File: src/otq_pkg.sv
// ----------------------------------------------------------------------------
// otq_pkg: shared types and codes for the ordered timer expiry queue
// Action and result codes, the queued command word and the back-end FSM state.
// ----------------------------------------------------------------------------
`default_nettype none
package otq_pkg;
    localparam int unsigned ID_W   = 4;
    localparam int unsigned TIME_W = 64;

    typedef enum logic [1:0] {
        ACT_START  = 2'd0,
        ACT_CANCEL = 2'd1,
        ACT_TICK   = 2'd2,
        ACT_QUERY  = 2'd3
    } action_t;

    typedef enum logic [1:0] {
        KIND_ACK   = 2'd0,
        KIND_FIRED = 2'd1,
        KIND_STAT  = 2'd2,
        KIND_NONE  = 2'd3
    } kind_t;

    typedef struct packed {
        action_t             action;
        logic [ID_W-1:0]     timer_id;
        logic [TIME_W-1:0]   tval;
    } cmd_t;

    typedef enum logic [2:0] {
        ST_IDLE,
        ST_SCAN,
        ST_PICK,
        ST_EMIT
    } state_t;
endpackage
`default_nettype wire

File: src/otq_if.sv
// ----------------------------------------------------------------------------
// otq_in_if / otq_out_if: valid/ready channels of the timer queue
// One input word carries a command, one output word carries a result.
// ----------------------------------------------------------------------------
`default_nettype none
interface otq_in_if;
    logic        valid;
    logic        ready;
    logic [1:0]  action;
    logic [3:0]  timer_id;
    logic [63:0] expiry_ns;
    logic [63:0] now_ns;
    modport source (output valid, action, timer_id, expiry_ns, now_ns, input ready);
    modport sink   (input valid, action, timer_id, expiry_ns, now_ns, output ready);
endinterface

`default_nettype wire

File: src/otq_front.sv
// ----------------------------------------------------------------------------
// otq_front: command intake and queue
// Accept input words, keep the operand the action needs, and queue them.
// ----------------------------------------------------------------------------
`default_nettype none
module otq_front (
    input  wire               clk,
    input  wire               rst_n,
    otq_in_if.sink            in_ch,
    output otq_pkg::cmd_t     cmd,
    output logic              cmd_valid,
    input  wire               cmd_pop
);
    import otq_pkg::*;

    cmd_t       fifo_reg [2];
    logic       wr_ptr_reg, rd_ptr_reg;
    logic [1:0] cnt_reg;
    cmd_t       in_cmd;
    logic       push;

    assign in_ch.ready = (cnt_reg != 2'd2);
    assign push        = in_ch.valid && in_ch.ready;

    always_comb
    begin
        in_cmd.action   = action_t'(in_ch.action);
        in_cmd.timer_id = in_ch.timer_id;
        // tick uses now, everything else uses expiry
        in_cmd.tval = (action_t'(in_ch.action) == ACT_TICK) ? in_ch.now_ns : in_ch.expiry_ns;
    end

    assign cmd       = fifo_reg[rd_ptr_reg];
    assign cmd_valid = (cnt_reg != 2'd0);

    always_ff @(posedge clk)
    begin
        if (push)
            fifo_reg[wr_ptr_reg] <= in_cmd;
    end

    always_ff @(posedge clk or negedge rst_n)
    begin
        if (!rst_n)
        begin
            wr_ptr_reg <= 1'b0;
            rd_ptr_reg <= 1'b0;
            cnt_reg    <= 2'd0;
        end
        else
        begin
            if (push)
                wr_ptr_reg <= ~wr_ptr_reg;
            if (cmd_pop)
                rd_ptr_reg <= ~rd_ptr_reg;
            cnt_reg <= cnt_reg + {1'b0, push} - {1'b0, cmd_pop};
        end
    end
endmodule
`default_nettype wire

File: src/flat_wrapper.sv
// flat-port wrapper written by rule: the top's interface ports become plain ports
module otq_front_flat import otq_pkg::*;
  (clk, rst_n, cmd, cmd_valid, cmd_pop, in_ch_valid, in_ch_action, in_ch_timer_id, in_ch_expiry_ns, in_ch_now_ns, in_ch_ready);
  otq_in_if in_ch_i ();
  input  wire clk;
  input  wire rst_n;
  output otq_pkg::cmd_t cmd;
  output logic cmd_valid;
  input  wire cmd_pop;
  input wire logic [$bits(in_ch_i.valid)-1:0] in_ch_valid;
  input wire logic [$bits(in_ch_i.action)-1:0] in_ch_action;
  input wire logic [$bits(in_ch_i.timer_id)-1:0] in_ch_timer_id;
  input wire logic [$bits(in_ch_i.expiry_ns)-1:0] in_ch_expiry_ns;
  input wire logic [$bits(in_ch_i.now_ns)-1:0] in_ch_now_ns;
  output wire logic [$bits(in_ch_i.ready)-1:0] in_ch_ready;
  assign in_ch_i.valid = in_ch_valid;
  assign in_ch_i.action = in_ch_action;
  assign in_ch_i.timer_id = in_ch_timer_id;
  assign in_ch_i.expiry_ns = in_ch_expiry_ns;
  assign in_ch_i.now_ns = in_ch_now_ns;
  assign in_ch_ready = in_ch_i.ready;
  otq_front u_core (.clk(clk), .rst_n(rst_n), .in_ch(in_ch_i), .cmd(cmd), .cmd_valid(cmd_valid), .cmd_pop(cmd_pop));
endmodule
File: config.mk
export PLATFORM = sky130hd
export DESIGN_NAME = otq_front_flat
export DESIGN_NICKNAME = d
export VERILOG_FILES = /design/src/otq_pkg.sv /design/src/otq_if.sv /design/src/otq_front.sv /design/src/flat_wrapper.sv
export SDC_FILE = /design/constraint.sdc
export NUM_CORES = 1
export LEC_CHECK = 0
export ABC_AREA = 0
export CAP_MARGIN = 20
export CORE_AREA = 2 2 122 124
export DETAILED_ROUTE_END_ITERATION = 10
export DIE_AREA = 0 0 124 126
export DONT_BUFFER_PORTS = 1
export PLACE_DENSITY_LB_ADDON = 0.12
export REMOVE_ABC_BUFFERS = 1
export SLEW_MARGIN = 0
export SYNTH_ARGS = -nofsm -noshare
export SYNTH_HDL_FRONTEND = slang
export SYNTH_SLANG_ARGS = --single-unit
File: constraint.sdc
create_clock -name clk -period 4.7 [get_ports clk]
set_input_delay 0.705 -clock clk [delete_from_list [all_inputs] [get_ports clk]]
set_output_delay 0.705 -clock clk [all_outputs]
set_load 0.05 [all_outputs]
; ---- After elaboration in Yosys (flattened, before gate mapping)
; Memory sizes are Yosys's and may differ from the RTL's.
; Index checks and enable logic that the tools add are counted.
[word_totals]
ff_bits = 4
ram_bits = 140
output_inout_bits = 72
elab_cells = 15
memories = 1
[classes]
addsub = 2
eq_ne = 2
mux = 3
n_bitwise = 2
reduce_logical = 2
[mem_list]
columns = name, words, word_bits, read_ports, rd_clocked_by_memory_dff, wr, line
row1 = u_core.fifo_reg, 2, 70, 1, 0, 1, otq_front.sv:16  ; cmd_t fifo_reg [2];
[op_table]
columns = operator, n
row1 = 64-bit two-way mux, 1
row2 = 2-bit by 1-bit adder with 2-bit output, 1
row3 = 2-bit == test (second input constant), 1
row4 = 1-bit two-way mux, 2
row5 = 2-bit inequality test (second input constant), 1
row6 = 1-bit NOT, 2
row7 = 2-bit nonzero test, 1
row8 = 2-bit by 1-bit subtractor with 2-bit output, 1
row9 = 1-bit logical AND, 1

; ---- Logic depth before layout (Yosys ltp)
; Gate-level depths: netlist (run 1).
[logic_depth]
word_depth = 4
mapped_depth = 5

; ---- Least setup slack after synthesis (run 1)
; Ideal clock, no wire load.
[synth_path]
kind = register to register
startpoint = register u_core.cnt_reg[0]
endpoint = memory u_core.fifo_reg[0][0] (netlist name), enable pin
setup_ps = 499
arrival_ps = 3977
required_ps = 4201
path_slack_ps = 224
stages_incl_launch_ff = 4
period_less_slack_ps = 4476
path_cell_list = dfrtp_1 > nand2b_1 > nand2_1 > nor2_1
[synth_via]
elab_chain_cells = 4
[synth_rtl]
columns = element, line
row1 = from (decl), otq_front.sv:18  ; logic [1:0] cnt_reg;
row2 = from (signal assigned), otq_front.sv:56  ; cnt_reg <= cnt_reg + {1'b0, push} - {1'b0, cmd_pop};
row3 = 2-bit inequality test, otq_front.sv:22  ; assign in_ch.ready = (cnt_reg != 2'd2);
row4 = named net in_ch_ready, flat_wrapper.sv:15  ; output wire logic [$bits(in_ch_i.ready)-1:0] in_ch_ready;
row5 = 1-bit logical AND, otq_front.sv:23  ; assign push = in_ch.valid && in_ch.ready;
row6 = 1-bit two-way mux, otq_front.sv:38  ; if (push)
row7 = 1-bit two-way mux (implied by the code), otq_front.sv:39  ; fifo_reg[wr_ptr_reg] <= in_cmd;
row8 = to (decl), otq_front.sv:16
; The timed path passes the listed nets, and every way through them passes these cells.

==> run summary, run 1 <==
run status = complete, no violations
Worst VDD drop = 0.0002595 V
relative slew slack = 31.59%
Critical Path Sink Type = output pin
sequential share of the synthesized area = 68.00%
Core Region = 0.01431 mm2
Total Routing Usage GR = 13.48%
WL per Instance = 20.45 um
# port buffers = 0
FF-to-FF setup slack = 2.28 ns
Nets = 455
setup ws final = 1.923 ns
# diodes = 0
Post-Route WL = 10.49 mm
first-pass GRT wire length = 15.15 mm
vias in the first global route = 2741
synth warn = 0
Top delay family on crit path = flip-flops
# fillers = 1215
# rows = 44
post-route cell area = 0.006980 mm2
number of flip-flops in the largest register = 140
Vias = 2729
max-slew violations = 0
pwr dens = 714.0 mW/mm2
maximum root-to-sink buffer count = 2
worst skew pair latency = 0.41 ns
crit-path cells = mux2_2
initial DRC count = 169
P_leak = 0.002424 uW
RePlAce Congestion = 0.6659
highest clock rate = 360.1 MHz
final worst path period share = 59.09%
HPWL Detailed = 6.394 mm
dpl cell area = 0.006419 mm2
Num CTS Buffers = 17
library cells used by synthesis = 18
I/O Pins = 210
initial antenna violation count = 0
pre-CTS setup slack = 2.227 ns
Post-Synthesis Cell Area = 0.006330 mm2
drt pass-1 iters = 4
post-layout util = 48.77%
minimum clock period = 2.777 ns
synthesized flop and latch total = 144
remaining antenna violation count = 0
die height = 126 um
critical path launch point type = register
starting density of the core = 44.22%
cell count after synthesis = 308
worst slew pin tran = 1.026 ns
layout cells sized above 1 = 51.37%
final std cells w/o fill = 513
Setup CP Type = register to output pin
H-tree lvl count = 4
slowest CP cell = dfrtp_4
# hold bufs at CTS = 1
DP Cell Count = 480
DRC viols = 0
pin count of the biggest net entering global routing = 72
Syn-to-layout area delta = 10.28%
Max-Cap Viols = 0
top cell type's share of synthesized area = 66.42%
clk sink count = 144
RSZ-0062 raised after global routing = false
CTS resizes = 0
Synth area leaders = edfxtp_1 66%, mux2_4 14%, mux2_2 13%
final hold violation count = 0
Largest stage delay, worst path = 1.06 ns
CP required = 3.99 ns
CTS clk-pin slew, worst paths = 0.05 ns
CP arrival = 2.07 ns
die area = 0.01562 mm2
CTS tree = built
Buf/Inv on CP = 0
final count of negative-setup-slack endpoints = 0
GRT Residual Overflow = 0
die width = 124 um
Max Fanout on Critical Path = 71
CTS root buf = clkbuf_16
drt via density = 5.320
setup TNS = 0 ns
syn_area_per_cell = 20.55 um2
clock skew = 0.004495 ns
Yosys top cell by area = edfxtp_1
Setup Fix Bufs, Post-CTS = 0
Hold Crit Class = primary input to register
[layout make-up]
cell class / instances / area, um2 / share of cell area, %
tap: 184 / 230.2 / 3.298
clock inverter: 15 / 126.4 / 1.810
sequential: 144 / 4308 / 61.71
clock buffer: 17 / 425.4 / 6.094
timing repair buffer: 4 / 32.53 / 0.4660
multi-input combinational: 148 / 1854 / 26.56
inverter: 1 / 3.754 / 0.05377
[where the power goes]
part           leakage [uW]  internal [uW]  switching (uW)  total (uW)
Combinational      0.000813            414            1360        1780
Sequential          0.00134           1780             183        1960
Clock              0.000266            765             482        1250
[cell usage after synthesis]
| master | instances |
|---|---|
| edfxtp_1 | 140 |
| mux2_2 | 74 |
| mux2_4 | 60 |
| buf_2 | 8 |
| buf_12 | 7 |
| dfrtp_1 | 4 |
| nand2_1 | 2 |
| xnor2_1 | 2 |
| xor2_1 | 2 |
| and3_1 | 1 |
| ha_1 | 1 |
| inv_1 | 1 |
| mux2i_1 | 1 |
| nand2b_1 | 1 |
| nor2_1 | 1 |
| nor2b_1 | 1 |
| nor2b_4 | 1 |
| or2_2 | 1 |
[routing by layer]
layer  global-route usage, %  wire, um  vias up
li1                        -         -     1218
met1                   15.54      4142     1355
met2                   20.69      4941      142
met3                   6.703      1231       14
met4                   6.808       173        0
met5                       0         0        -
[cells by family after synthesis]
family	share of synthesized area (%)
XOR/XNOR	0.5536
adder cells (fa/ha/maj)	0.1976
buffers and inverters	2.906
flip-flops	68.00
multiplexers	27.55
AND/OR/NAND/NOR	0.7909
[cells in the final DEF, fill, tap and decap left out]
master / synthesis / layout
nor2b_1: 1 / 1
clkbuf_16: 0 / 17
xnor2_1: 2 / 2
buf_4: 0 / 3
edfxtp_1: 140 / 140
nand2_1: 2 / 2
bufinv_16: 0 / 2
mux2_2: 74 / 74
dfrtp_1: 4 / 3
nand2b_1: 1 / 1
mux2i_1: 1 / 1
dfrtp_4: 0 / 1
nor2_4: 0 / 1
dlygate4sd3_1: 0 / 1
clkinv_2: 0 / 5
nor2b_4: 1 / 1
inv_1: 1 / 1
ha_1: 1 / 1
clkinv_1: 0 / 5
xor2_1: 2 / 2
and3_4: 0 / 1
or2_2: 1 / 1
mux2_4: 60 / 60
clkinvlp_4: 0 / 3
[path summary, 6_finish.rpt]
kind / start / endpoint / cells past startpoint
setup / recovery: u_core.rd_ptr_reg$_DFFE_PN0P_ / cmd[34] / 1
max in group asynchronous: rst_n / u_core.rd_ptr_reg$_DFFE_PN0P_ / 1
min in group asynchronous: rst_n / u_core.cnt_reg[0]$_DFF_PN0_ / 1
hold reg to reg: u_core.wr_ptr_reg$_DFFE_PN0P_ / u_core.wr_ptr_reg$_DFFE_PN0P_ / 1
hold / removal: cmd_pop / u_core.rd_ptr_reg$_DFFE_PN0P_ / 1
setup reg to reg: u_core.cnt_reg[0]$_DFF_PN0_ / u_core.fifo_reg[0][59]$_DFFE_PP_ / 4
[per-stage QoR]
step           hold slack, ns  total power (uW)
5_1_grt                0.3607              5194
3_5_place_dp           0.4095              3801
6_report               0.3738              4984
2_1_floorplan          0.4094              3578
4_1_cts                0.3471              5065
3_3_place_gp           0.4095              3786
Note: power is estimated with default switching activity, not from simulation.
==> run 2: changes to the inputs <==
--- a/config.mk
+++ b/config.mk
@@ -5,11 +5,11 @@
 export SDC_FILE = /design/constraint.sdc
 export NUM_CORES = 1
 export LEC_CHECK = 0
-export ABC_AREA = 0
+export ABC_AREA = 1
 export CAP_MARGIN = 20
-export CORE_AREA = 2 2 122 124
+export CORE_AREA = 2 2 124 126
 export DETAILED_ROUTE_END_ITERATION = 10
-export DIE_AREA = 0 0 124 126
+export DIE_AREA = 0 0 126 128
 export DONT_BUFFER_PORTS = 1
 export PLACE_DENSITY_LB_ADDON = 0.12
 export REMOVE_ABC_BUFFERS = 1
==> constraint.sdc (replaced) <==
create_clock -name clk -period 2.79 [get_ports clk]
set_input_delay 0.4185 -clock clk [delete_from_list [all_inputs] [get_ports clk]]
set_output_delay 0.4185 -clock clk [all_outputs]
set_load 0.05 [all_outputs]
==> run summary, run 2 <==
run status = complete, no violations (unchanged)
number of flip-flops in the largest register = 140 (unchanged)
max-slew violations = 0 (unchanged)
most frequent cells in the layout = 140 x edfxtp_1, 136 x nand2_1, 69 x mux2_4 (was 140 x edfxtp_1, 74 x mux2_2, 60 x mux2_4)
final worst path period share = 82.46%
Core Region = 0.01486 mm2 (was 0.01431 mm2)
maximum root-to-sink buffer count = 2 (unchanged)
slowest CP cell = dfrtp_4 (unchanged)
Post-Route WL = 12.19 mm (was 10.49 mm)
syn_area_per_cell = 14.20 um2 (was 20.55 um2)
total power = 9073 uW (was 4984 uW)
Async SR Flop Fraction = 2.778% (unchanged)
Post-synth top cells = 140 x edfxtp_1, 136 x nand2_1, 69 x mux2_4, 66 x nand3_1, 14 x buf_2 (was 140 x edfxtp_1, 74 x mux2_2, 60 x mux2_4, 8 x buf_2, 7 x buf_12)
starting density of the core = 44.03% (was 44.22%)
I/O Pins = 210 (unchanged)
pin count of the biggest net entering global routing = 68 (was 72)
Worst VDD drop = 0.0004980 V (was 0.0002595 V)
CTS root buf = clkbuf_16 (unchanged)
layout cells sized above 1 = 24.11% (was 51.37%)
Largest stage delay, worst path = 0.64 ns (was 1.06 ns)
Num CTS Buffers = 17 (unchanged)
top_reg_cell synth = edfxtp_1 (unchanged)
Total Routing Usage GR = 15.37% (was 13.48%)
critical path launch point type = register (unchanged)
most frequent cell after synthesis = edfxtp_1 (unchanged)
# fillers = 1333 (was 1215)
final hold violation count = 0 (unchanged)
worst skew pair latency = 0.41 ns (about the same)
Syn-to-layout area delta = 11.09% (was 10.28%)
Hold Crit Class = primary input to register (unchanged)
CTS tree = built (unchanged)
RSZ-0062 raised after global routing = false (unchanged)
library cells used by synthesis = 16 (was 18)
# port buffers = 0 (unchanged)
crit-path cells = buf_4, mux2_2 (was mux2_2)
drt pass-1 iters = 4 (unchanged)
CTS clk-pin slew, worst paths = 0.05 ns (about the same)
cell count after synthesis = 461 (was 308)
synthesized flop and latch total = 144 (unchanged)
Critical Path Sink Type = output pin (unchanged)
WL per Instance = 18.33 um (was 20.45 um)
GRT Residual Overflow = 0 (unchanged)
Vias = 3414 (was 2729)
Max Fanout on Critical Path = 17 (was 71)
die area = 0.01613 mm2 (was 0.01562 mm2)
H-tree lvl count = 4 (unchanged)
top cell type's share of synthesized area = 64.23% (was 66.42%)
Nets = 603 (was 455)
synth warn = 0 (unchanged)
EDFF count, synth = 140 (unchanged)
Max-Cap Viols = 0 (unchanged)
Yosys top cell by area = edfxtp_1 (unchanged)
DRC viols = 0 (unchanged)
CP required = 2.37 ns (was 3.99 ns)
P_leak = 0.002926 uW (was 0.002424 uW)
Hold WS = 0.09989 ns (was 0.3738 ns)
RePlAce Congestion = 0.7465 (was 0.6659)
final count of negative-setup-slack endpoints = 0 (unchanged)
highest clock rate = 434.6 MHz
die height = 128 um (was 126 um)
# diodes = 0 (unchanged)
clock skew = 0.008311 ns (was 0.004495 ns)
Synth area leaders = edfxtp_1 64%, mux2_4 16%, nand2_1 7.8% (was edfxtp_1 66%, mux2_4 14%, mux2_2 13%)
relative slew slack = 54.68% (was 31.59%)
first-pass GRT wire length = 18.67 mm (was 15.15 mm)
vias in the first global route = 3430 (was 2741)
HPWL Detailed = 8.124 mm (was 6.394 mm)
clk sink count = 144 (unchanged)
Post-Synthesis Cell Area = 0.006545 mm2 (was 0.006330 mm2)
pwr dens = 1248 mW/mm2 (was 714.0 mW/mm2)
CP arrival = 1.88 ns (was 2.07 ns)
sequential share of the synthesized area = 65.76% (was 68.00%)
initial antenna violation count = 0 (unchanged)
worst slew pin tran = 0.6774 ns (was 1.026 ns)
Setup CP Type = register to output pin (unchanged)
minimum clock period = 2.301 ns
die width = 126 um (was 124 um)
drt via density = 5.134 (was 5.320)
# rows = 45 (was 44)
remaining antenna violation count = 0 (unchanged)
most common cell after layout, fill and taps aside = edfxtp_1 (unchanged)
CTS resizes = 0 (unchanged)
initial DRC count = 137 (was 169)
run 2: kinds of logic (layout without fill, tap and decap cells):
| group | after synthesis | after routing | share of synthesized area, % |
|---|---|---|---|
| adders and majority gates | 1 | 1 | 0.1911 |
| DFF | 144 | 144 | 65.76 |
| xor gates and xnor gates | 2 | 2 | 0.2677 |
| buffers and inverters | 36 | 52 | 4.531 |
| AOI/OAI and AO/OA | 1 | 1 | 0.07639 |
| muxes | 70 | 70 | 16.00 |
| and+or+nand+nor | 207 | 207 | 13.17 |
run 2: layout make-up:
cell class	count	area, um2	area share, %
multi-input cells	281	1959	26.95
flip-flops and latches	144	4308	59.25
well taps	188	235.2	3.235
clock inverters	12	158.9	2.186
clock buffers	20	436.7	6.006
inverters	8	30.03	0.4130
repair buffers	12	142.6	1.962
run 2: report_power, final:
group	internal, uW	switching, uW
Sequential	2990	193
Clock	1410	843
Combinational	1040	2590
Total	5440	3630
run 2: worst max-delay path: cells and delay by family (launching register included):
kind / cells / cell delay (ns)
muxes: 1 / 0.50
buffers and inverters: 1 / 0.34
DFF: 1 / 0.64
run 2: routing by layer:
layer	wire, um	vias to the layer above	part of all wire, %	GRT usage [%]
li1	-	1655	-	-
met1	5070	1605	42	18.63
met2	6060	142	50	25.71
met3	860	12	7.1	4.758
met4	197	0	1.6	6.270
met5	0	-	0	0
run 2: what timing repair did:
action                    CTS  global route
setup buffers               0             0
hold endpoints to repair    4             0
hold buffers                1             0
run 2: through the flow:
stage	setup TNS, ns	std cells	worst slack, ns	cell area (um2)	util (%)
floorplan	-285.06	433	-1.651	6279	-
global placement	0	632	0.8857	6665	44.84
detailed placement	0	632	0.8639	6665	44.84
CTS	0	665	0.4470	7271	48.91
global route	0	665	0.4071	7271	48.91
finish	0	665	0.4892	7271	48.91
run 2: final timing paths:
kind / from / to / slack [ns] / cells past startpoint
min in group asynchronous: rst_n / u_core.cnt_reg[1]$_DFF_PN0_ / 0.30 / 1
max in group asynchronous: rst_n / u_core.rd_ptr_reg$_DFFE_PN0P_ / 2.26 / 1
worst max-delay path: u_core.rd_ptr_reg$_DFFE_PN0P_ / cmd[69] / 0.49 / 2
worst max register to register: u_core.cnt_reg[1]$_DFF_PN0_ / u_core.fifo_reg[1][64]$_DFFE_PP_ / 0.87 / 5
worst min-delay path: cmd_pop / u_core.rd_ptr_reg$_DFFE_PN0P_ / 0.1 / 1
worst min register to register: u_core.wr_ptr_reg$_DFFE_PN0P_ / u_core.wr_ptr_reg$_DFFE_PN0P_ / 0.61 / 2
==> run 3: changes to the inputs <==
--- a/config.mk
+++ b/config.mk
@@ -5,11 +5,11 @@
 export SDC_FILE = /design/constraint.sdc
 export NUM_CORES = 1
 export LEC_CHECK = 0
-export ABC_AREA = 1
+export ABC_AREA = 0
 export CAP_MARGIN = 20
-export CORE_AREA = 2 2 124 126
+export CORE_AREA = 2 2 122 124
 export DETAILED_ROUTE_END_ITERATION = 10
-export DIE_AREA = 0 0 126 128
+export DIE_AREA = 0 0 124 126
 export DONT_BUFFER_PORTS = 1
 export PLACE_DENSITY_LB_ADDON = 0.12
 export REMOVE_ABC_BUFFERS = 1
==> constraint.sdc (replaced) <==
create_clock -name clk -period 1.8 [get_ports clk]
set_input_delay 0.27 -clock clk [delete_from_list [all_inputs] [get_ports clk]]
set_output_delay 0.27 -clock clk [all_outputs]
set_load 0.05 [all_outputs]
==> run summary, run 3 (synthesis results as in run 1) <==
run status = finished with violations (was complete, no violations)
failing checks = negative setup slack
first-pass GRT wire length = 15.32 mm (was 18.67 mm)
number of flip-flops in the largest register = 140 (unchanged)
P_leak = 0.002586 uW (was 0.002926 uW)
Setup CP Type = register to output pin (unchanged)
CP arrival = 1.61 ns (was 1.88 ns)
Vias = 2770 (was 3414)
Largest stage delay, worst path = 0.50 ns (was 0.64 ns)
CP required = 1.53 ns (was 2.37 ns)
drt pass-1 iters = 6 (was 4)
relative slew slack = 79.12% (was 54.68%)
HPWL Detailed = 7.120 mm (was 8.124 mm)
Max-Cap Viols = 0 (unchanged)
Hold WS = 0.08958 ns (was 0.09989 ns)
remaining antenna violation count = 0 (unchanged)
maximum root-to-sink buffer count = 2 (unchanged)
Hold Crit Class = primary input to register (unchanged)
GRT Residual Overflow = 0 (unchanged)
drt via density = 5.246 (was 5.134)
CTS tree = built (unchanged)
Buf/Inv on CP = 1 (unchanged)
Syn-to-layout area delta = 14.90% (was 11.09%)
worst skew pair latency = 0.40 ns (was 0.41 ns)
pwr dens = 1845 mW/mm2 (was 1248 mW/mm2)
die height = 126 um (was 128 um)
final hold violation count = 0 (unchanged)
layout cells sized above 1 = 51.45% (was 24.11%)
Top delay family on crit path = multiplexers (was flip-flops)
# rows = 44 (was 45)
Core Region = 0.01431 mm2 (was 0.01486 mm2)
clk sink count = 144 (unchanged)
Num CTS Buffers = 17 (unchanged)
H-tree lvl count = 4 (unchanged)
highest clock rate = 532.5 MHz
final worst path period share = 104.3%
critical path launch point type = register (unchanged)
max-slew violations = 0 (unchanged)
# diodes = 0 (unchanged)
most common cell after layout, fill and taps aside = edfxtp_1 (unchanged)
starting density of the core = 44.22% (was 44.03%)
# port buffers = 0 (unchanged)
slowest CP cell = mux2_2 (was dfrtp_4)
final count of negative-setup-slack endpoints = 65 (was 0)
CTS root buf = clkbuf_16 (unchanged)
die area = 0.01562 mm2 (was 0.01613 mm2)
Max Fanout on Critical Path = 35 (was 17)
RSZ-0062 raised after global routing = true (was false)
# fillers = 1191 (was 1333)
initial DRC count = 131 (was 137)
total power = 13420 uW (was 9073 uW)
DRC viols = 0 (unchanged)
Worst VDD drop = 0.0007862 V (was 0.0004980 V)
crit-path cells = buf_12, mux2_2 (was buf_4, mux2_2)
vias in the first global route = 2758 (was 3430)
Setup Fix Bufs, Post-CTS = 0 (unchanged)
clock skew = 0.005350 ns (was 0.008311 ns)
Critical Path Sink Type = output pin (unchanged)
die width = 124 um (was 126 um)
most frequent cells in the layout = 140 x edfxtp_1, 73 x mux2_4, 61 x mux2_2 (was 140 x edfxtp_1, 136 x nand2_1, 69 x mux2_4)
setup ws final = -0.07783 ns (was 0.4892 ns)
CTS clk-pin slew, worst paths = 0.06 ns (was 0.05 ns)
RePlAce Congestion = 0.6921 (was 0.7465)
I/O Pins = 210 (unchanged)
Total Routing Usage GR = 13.67% (was 15.37%)
minimum clock period = 1.878 ns
initial antenna violation count = 0 (unchanged)
Post-Route WL = 10.80 mm (was 12.19 mm)
worst slew pin tran = 0.3131 ns (was 0.6774 ns)
WL per Instance = 20.45 um (was 18.33 um)
Nets = 470 (was 603)
pin count of the biggest net entering global routing = 37 (was 68)
## run 3: cell count changes in the layout (fill, tap and decap cells not counted), moves of 3 or more
cell and change:
inv_6 -3, clkinv_1 +4, nand3_1 -66, buf_12 +5, mux2_4 +4, nand2_1 -134, inv_1 -6, buf_4 -5
dlygate4sd3_1 +7, clkinv_2 +3, mux2_2 +60
## run 3: metrics by stage
step                area [um2]  setup slack [ns]  util, %  cells  TNS [ns]
finish                    7273          -0.07783    50.81    528    -3.583
global route              7273           -0.1368    50.81    528    -8.134
CTS                       7254           -0.1072    50.68    528    -6.456
detailed placement        6591            0.2925    46.05    488         0
global placement          6591            0.3233    46.05    488         0
floorplan                 6150            -2.676        -    293   -403.92
## run 3: timing repair
| item | in CTS | in global routing |
|---|---|---|
| endpoints found under the setup margin | 70 | 70 |
| endpoints found under the hold margin | 17 | 0 |
| hold buffers | 8 | 0 |
| gates resized for setup | 8 | 5 |
## run 3: power by group
| part | leakage (uW) | internal (uW) | switching, uW |
|---|---|---|---|
| Clock | 0.000269 | 2000 | 1240 |
| Combinational | 0.000972 | 1420 | 3920 |
| Sequential | 0.00134 | 4620 | 201 |
| Total | 0.00259 | 8050 | 5370 |
## run 3: routing by layer
layer,up-vias,global-route usage (%),routed length [um]
met3,12,6.567,1185
met1,1371,16.40,4267
li1,1252,-,-
met2,135,21.04,5188
met4,0,5.750,154
met5,-,0,0
## run 3: final cells by class
class	count	area (um2)	share of cell area, %
Sequential cell	144	4308	59.23
Multi-Input combinational cell	148	1903	26.17
Clock buffer	18	429.2	5.901
Timing Repair Buffer	19	275.3	3.785
Tap cell	184	230.2	3.165
Clock inverter	14	123.9	1.703
Inverter	1	3.754	0.05161
## run 3: final timing paths
kind	end	slack [ns]	depth (start not counted)	startpoint
worst max-delay path	cmd[7]	-0.08	2	u_core.rd_ptr_reg$_DFFE_PN0P_
worst min-delay path	u_core.fifo_reg[1][36]$_DFFE_PP_	0.09	1	in_ch_now_ns[36]
worst max register to register	u_core.fifo_reg[1][33]$_DFFE_PP_	0.30	3	u_core.cnt_reg[0]$_DFF_PN0_
worst min register to register	u_core.wr_ptr_reg$_DFFE_PN0P_	0.55	1	u_core.wr_ptr_reg$_DFFE_PN0P_
max in group asynchronous	u_core.rd_ptr_reg$_DFFE_PN0P_	1.45	1	rst_n
min in group asynchronous	u_core.cnt_reg[1]$_DFF_PN0_	0.14	1	rst_n
## run 3: worst register-to-register path: stages, from the launching register on
cell and delay (ns):
dfrtp_1 0.39, nand2b_1 0.16, and3_4 0.40, buf_12 0.24
